`src/hdl/rsi_pkg.sv`:
```
// ============================================================================
// rsi_pkg: shared types and constants for the ray-sphere intersection core
// Holds the transaction structs, the internal datapath widths and the
// pipeline latency used by the core and its multiplier.
// ============================================================================
`default_nettype none

package rsi_pkg;

    // Field widths of the transactions.
    localparam int COORD_W = 32;
    localparam int RAD_W   = COORD_W - 1;
    localparam int FRAC_W  = 16;
    localparam int OUT_W   = 32;

    // Multiplier digit size and latency.
    localparam int DIG_W   = 32;
    localparam int MUL_LAT = 3;

    // Internal widths, all exact for the coordinate width above.
    localparam int DL_W   = COORD_W + 1;        // delta = origin - center, signed
    localparam int A_W    = 2 * COORD_W + 1;    // A = dir.dir, unsigned
    localparam int B_W    = 2 * COORD_W + 3;    // B = 2 dir.delta, signed
    localparam int C_W    = 2 * COORD_W + 3;    // C = delta.delta - r^2, signed
    localparam int BM_W   = 2 * COORD_W + 2;    // |B|
    localparam int CM_W   = 2 * COORD_W + 2;    // |C|
    localparam int SQ_W   = 2 * COORD_W + 3;    // square root of D
    localparam int D_W    = 2 * SQ_W;           // D, signed
    localparam int T_W    = D_W + 1;            // square root trial value
    localparam int NUM_W  = 2 * COORD_W + 5;    // -B -/+ S, signed
    localparam int NM_W   = NUM_W + FRAC_W;     // scaled numerator magnitude
    localparam int DEN_W  = A_W + 1;            // 2A
    localparam int Q_W    = OUT_W + 1;          // quotient bits kept
    localparam int X_W    = DEN_W + Q_W + 1;    // divider remainder width

    // Cycles from an accepted input to its result in the output register.
    localparam int LAT = 12 + SQ_W + Q_W;

    // Root count codes.
    localparam logic [1:0] ROOTS_NONE = 2'd0;
    localparam logic [1:0] ROOTS_ONE  = 2'd1;
    localparam logic [1:0] ROOTS_TWO  = 2'd2;

    // Clip values of a root.
    localparam logic [OUT_W-1:0] T_MAX = {1'b0, {(OUT_W - 1){1'b1}}};
    localparam logic [OUT_W-1:0] T_MIN = {1'b1, {(OUT_W - 1){1'b0}}};

    typedef struct packed {
        logic signed [COORD_W-1:0] origin_x;
        logic signed [COORD_W-1:0] origin_y;
        logic signed [COORD_W-1:0] origin_z;
        logic signed [COORD_W-1:0] dir_x;
        logic signed [COORD_W-1:0] dir_y;
        logic signed [COORD_W-1:0] dir_z;
        logic signed [COORD_W-1:0] center_x;
        logic signed [COORD_W-1:0] center_y;
        logic signed [COORD_W-1:0] center_z;
        logic        [RAD_W-1:0]   sphere_radius;
    } t_ray_in;

    typedef struct packed {
        logic        [1:0]       root_count;
        logic signed [OUT_W-1:0] t_near;
        logic signed [OUT_W-1:0] t_far;
        logic                    saturated;
    } t_ray_out;

    // Status that rides along with the data.
    typedef struct packed {
        logic a_zero;
        logic d_neg;
        logic d_zero;
    } t_flags;

    // Side data through the square root stages.
    typedef struct packed {
        logic [B_W-1:0] b;
        logic [A_W-1:0] a;
        t_flags         flg;
    } t_sq_side;

    // Side data through the divider stages.
    typedef struct packed {
        logic [DEN_W-1:0] den;
        t_flags           flg;
    } t_dv_side;

endpackage

`default_nettype wire

```
`src/hdl/rsi_mul.sv`:
```
// ============================================================================
// rsi_mul: pipelined unsigned multiplier
// Splits both operands into digits, forms the digit products, sums them by
// rows and then sums the rows, one register stage each.
// ============================================================================
`default_nettype none

module rsi_mul
    import rsi_pkg::*;
#(
    parameter int AW = 32,
    parameter int BW = 32
)
(
    input  logic           i_clk,
    input  logic           i_en,
    input  logic [AW-1:0]  i_a,
    input  logic [BW-1:0]  i_b,
    output logic [AW+BW-1:0] o_p
);

    localparam int NA = (AW + DIG_W - 1) / DIG_W;
    localparam int NB = (BW + DIG_W - 1) / DIG_W;
    localparam int PW = AW + BW;

    logic [NA*DIG_W-1:0] a_ext;
    logic [NB*DIG_W-1:0] b_ext;
    logic [2*DIG_W-1:0]  r_pp  [NA][NB];
    logic [PW-1:0]       n_row [NA];
    logic [PW-1:0]       r_row [NA];
    logic [PW-1:0]       n_p;
    logic [PW-1:0]       r_p;

    assign a_ext = (NA*DIG_W)'(i_a);
    assign b_ext = (NB*DIG_W)'(i_b);

    // Stage one: digit products.
    always_ff @(posedge i_clk) begin
        if (i_en) begin
            for (int i = 0; i < NA; i++) begin
                for (int j = 0; j < NB; j++) begin
                    r_pp[i][j] <= a_ext[i*DIG_W +: DIG_W] * b_ext[j*DIG_W +: DIG_W];
                end
            end
        end
    end

    // Stage two: one row per digit of the first operand.
    always_comb begin
        for (int i = 0; i < NA; i++) begin
            n_row[i] = '0;
            for (int j = 0; j < NB; j++) begin
                n_row[i] = n_row[i] + (PW'(r_pp[i][j]) << (j * DIG_W));
            end
        end
    end

    // Stage three: sum of the rows.
    always_comb begin
        n_p = '0;
        for (int i = 0; i < NA; i++) begin
            n_p = n_p + (r_row[i] << (i * DIG_W));
        end
    end

    always_ff @(posedge i_clk) begin
        if (i_en) begin
            r_row <= n_row;
            r_p   <= n_p;
        end
    end

    assign o_p = r_p;

endmodule

`default_nettype wire

```
`config.mk`:
```
export PLATFORM = sky130hd
export DESIGN_NAME = rsi_mul
export DESIGN_NICKNAME = d
export VERILOG_FILES = /design/src/hdl/rsi_pkg.sv /design/src/hdl/rsi_mul.sv
export SDC_FILE = /design/constraint.sdc
export NUM_CORES = 2
export LEC_CHECK = 0
export ABC_CLOCK_PERIOD_IN_PS = 7010
export BUFFER_PORTS_ARGS = -buffer_cell sky130_fd_sc_hd__buf_2
export CORE_ASPECT_RATIO = 0.8
export CORE_MARGIN = 5
export CORE_UTILIZATION = 60
export DETAILED_ROUTE_END_ITERATION = 7
export PLACE_DENSITY = 0.81
export RECOVER_POWER = 25
export SKIP_CTS_REPAIR_TIMING = 1
export SLEW_MARGIN = 20
export SYNTH_ARGS = -nofsm -noshare
export SYNTH_HDL_FRONTEND = slang
export SYNTH_SLANG_ARGS = --single-unit
```
`constraint.sdc`:
```
create_clock -name i_clk -period 7.01 [get_ports i_clk]
set_input_delay 0.3505 -clock i_clk [delete_from_list [all_inputs] [get_ports i_clk]]
set_output_delay 0.3505 -clock i_clk [all_outputs]
set_load 0.005 [all_outputs]
```
**Word level (Yosys, flattened, before mapping)**

Memories as Yosys holds them, arrays and structs flattened. A register that Yosys moved wholly into a read port is not among the register bits.
Cells that the tools add are included.

- Add/subtract/negate cells: 0
- Multiply operators: 1
- Divide/modulo/power cells: 0
- $lt $le $gt $ge: 0
- Eq/ne operators: 0
- Shift operators: 0
- Multiplexer cells: 2
- Bitwise operators: 0
- Reduce and logical (&&, ||, !) cells: 0

Operators with widths:

| kind | number |
|---|---|
| $mul A32 B32 Y64 | 1 |
| $mux W1 | 2 |

- Register bits: 64
- Latch bits: 0
- Memory bits (writable): 64
- Bits in read-only memories: 0
- Memories kept: 1

Memories:

| memory | depth | width | read ports | clocked after Yosys merged registers in | wr ports | RTL line | RTL |
|---|---|---|---|---|---|---|---|
| r_pp | 1 | 64 | 1 | 1 | 1 | rsi_mul.sv:28 | `logic [2*DIG_W-1:0] r_pp [NA][NB];` |

**Logic depth before layout (Yosys ltp)**

- Depth in word-level cells: 2
- Mapped depth: 30
- Depth with buffers taken out: 28

**Least setup slack after synthesis**

OpenSTA, ideal clock, no wires.

- Path type: input-to-reg
- Start point: input i_b[17]
- End point: memory r_pp[0][62] (netlist bit) (data pin)
- Setup time: 0.262 ns
- Arrival time: 7.034 ns
- Required time: 6.748 ns
- Setup slack: -0.286 ns
- Stages on the path: 26
- Path buffers: 2
- Cell sequence: clkbuf_1 > and2_1 > fa_1 > inv_1 > fa_1 > inv_1 > fa_1 > inv_1 > fa_1 > inv_1 > fa_1 > fa_1 > fa_1 > fa_1 > ha_1 > buf_2 > a21oi_1 > o21ai_1 > a2111oi_0 > o21bai_1 > a221oi_1 > o221ai_1 > a311o_1 > a21oi_1 > o21ai_1 > xor2_1

- Cells in the longest elaborated chain, start to end: 1

RTL lines:

| what | RTL line | RTL |
|---|---|---|
| start, declared | rsi_mul.sv:18 | `input logic [BW-1:0] i_b,` |
| $mul A32 B32 Y64 | rsi_mul.sv:42 | `r_pp[i][j] <= a_ext[i*DIG_W +: DIG_W] * b_ext[j*DIG_W +: DIG_W];` |
| end, declared | rsi_mul.sv:28 |  |

No other way between the ends.

**Final worst setup path**

- Start point: input i_a[9]
- End point: memory r_pp[0][62] (netlist bit) (data pin)

- Cells in the longest elaborated chain, start to end: 1

RTL lines:

| what | RTL line | RTL |
|---|---|---|
| start, declared | rsi_mul.sv:17 | `input logic [AW-1:0] i_a,` |
| $mul A32 B32 Y64 | rsi_mul.sv:42 |  |

No other way between the ends.

==> out/metrics.cfg <==
[run_status]
outcome=finished, violations left
violations=negative setup slack

[global_route]
antenna_found_initial=7
grt_max_degree=129
overflow=0
grt_pass1_wl_mm=158
grt_pass1_vias=29600
grt_usage_pct=28.6

[cells_and_area]
nFillCells=4501
layout-drive-gt1-share_pct=17.4
finalNonFillerCells=5081
final_common_cell=fa_1
syn2layout_area_growth_pct=15.1
nets=5439
final_cell_mix=854 x fa_1, 844 x inv_1, 577 x and2_1

[sta]
slew_violations=0
setup_viol=3
relSlewSlack_pct=35.4
tightest_slew_ns=0.968
clock.fmax_mhz=141
min_period_over_period_pct=101
setup_ws_ns=-0.0896
finalHoldViolations=0
rsz0062_at_grt=yes
fin_crit_ns=7.10
clock_skew_ns=0.00764
tns_ns=-0.131

[clock_network]
clkLatencyLatePin_ns=0.43
root_buffer=clkbuf_16
h-tree-depth=4
cts_buffers=17
cts_tree=built
clock_path_buffers=2
cts_sinks=192
clk_pin_slew_ns=0.07

[setup_path]
worst-path-max-fanout=7
worstPathArrival_ns=7.28
slowest_stage=fa_2
critical_path.top_delay_family=adder cells
critical_path_class=in2reg
worst-path-buf-inv=6
critical_path_required_ns=7.19
crit_top_cell=fa_1
crit_path_end_kind=flop
cpPeakStageDelay_ns=0.57
start_kind=input pin

[floorplanning]
core_area_sq_mm=0.0644
die_w_um=295
core.rowCount=83
start_util_pct=60.7
io_pins=130
die_h_um=238
die_area_sq_mm=0.0704

[route]
num_vias=27500
ant_nets=0
wl_per_cell_um=19.7
drc=0
viasPerCell=5.42
finalWirelength_mm=100
drtPass1Iterations=8
dr.first_iter.drc_count=2372

[place]
dp.final_hpwl_mm=85.7
dp.cells=5012
pre_cts_slack_ns=-0.863
io_buffers=129
place.gp.congestion=0.956

[synth]
synth_edf_count=192
yosys_warnings=0
synth_nets=5104
syn_avg_cell_area_sq_um=10.1
synthDistinctLibCells=56
synthCells=3879
synth_seq_cells=192
seq_area_frac_synth_pct=14.8
syn_area_sq_mm=0.0391
async_flop_share_pct=0
ys.flop_type=edfxtp_1

[flow_run]
drv_cap=0

[min_path]
hp-class=reg2reg

through the flow:
stage,utilization [%],hold slack (ns),cell area [sq um]
CTS,67.7,0.416,43600
global placement,66.8,0.401,43000
detailed placement,66.8,0.405,43000
finish,69.8,0.416,45000
global route,69.8,0.420,45000
floorplan,-,0.400,39300
Yosys cell counts, types with 4 or more instances:
cell type | number | area share [%]
fa_1 | 896 | 46
inv_1 | 862 | 8.3
and2_1 | 601 | 9.6
nand2_1 | 468 | 4.5
ha_1 | 263 | 8.4
clkbuf_1 | 211 | 2.0
edfxtp_1 | 192 | 15
a21oi_1 | 73 | 0.93
xnor2_1 | 37 | 0.83
a21o_1 | 32 | 0.61
nor2_1 | 31 | 0.30
o21ai_0 | 30 | 0.38
xor2_1 | 26 | 0.58
nand4_1 | 24 | 0.38
nand3_1 | 16 | 0.20
o21bai_1 | 14 | 0.27
o21ai_1 | 10 | 0.13
a31oi_1 | 9 | 0.14
and3_1 | 9 | 0.14
buf_2 | 8 | 0.10
nor2b_1 | 7 | 0.11
nor3_1 | 6 | 0.077
o21a_1 | 5 | 0.096
a21boi_0 | 4 | 0.077
registers in the layout, indices dropped and copies added, names as in the netlist:
register	flops
o_p	64
r_row	64
r_pp	64
per-layer routing:
layer  share of wire (%)  global-route usage, %  vias to the layer above
met4                 2.1                   5.63                       12
met1                  41                   41.1                    13900
met3                  14                   11.9                      165
met5                0.15                  0.745                        -
met2                  43                   41.8                     1406
li1                    -                      -                    12100
path summary, 6_finish.rpt:
kind / from / to / slack (ns) / depth (start not counted)
worst max-delay path: i_a[9] / r_pp[0][62] / -0.09 / 26
worst max register to register: r_row[24] / o_p[24] / 6.26 / 0
worst min register to register: r_row[52] / o_p[52] / 0.42 / 0
worst min-delay path: r_row[52] / o_p[52] / 0.42 / 0
cell families after synthesis:
family,Yosys count,share of synthesized area (%)
compound gates,206,3.46
xor+xnor,63,1.41
fa+ha+maj,1159,54.3
buf+inv,1086,10.5
flops,192,14.8
simple gates,1173,15.6
layout make-up:
| type | instances | area [sq um] | share of cell area (%) |
|---|---|---|---|
| clock buffer | 18 | 429 | 0.954 |
| tap | 850 | 1060 | 2.36 |
| multi-input combinational | 2601 | 29900 | 66.5 |
| sequential | 192 | 5770 | 12.8 |
| antenna | 4 | 10.0 | 0.0223 |
| timing repair buffer | 540 | 4390 | 9.76 |
| inverter | 862 | 3240 | 7.19 |
| clock inverter | 14 | 179 | 0.398 |
Power is not shown: default switching activity piles up to over one toggle a cycle in this logic, so the estimate is an artifact.
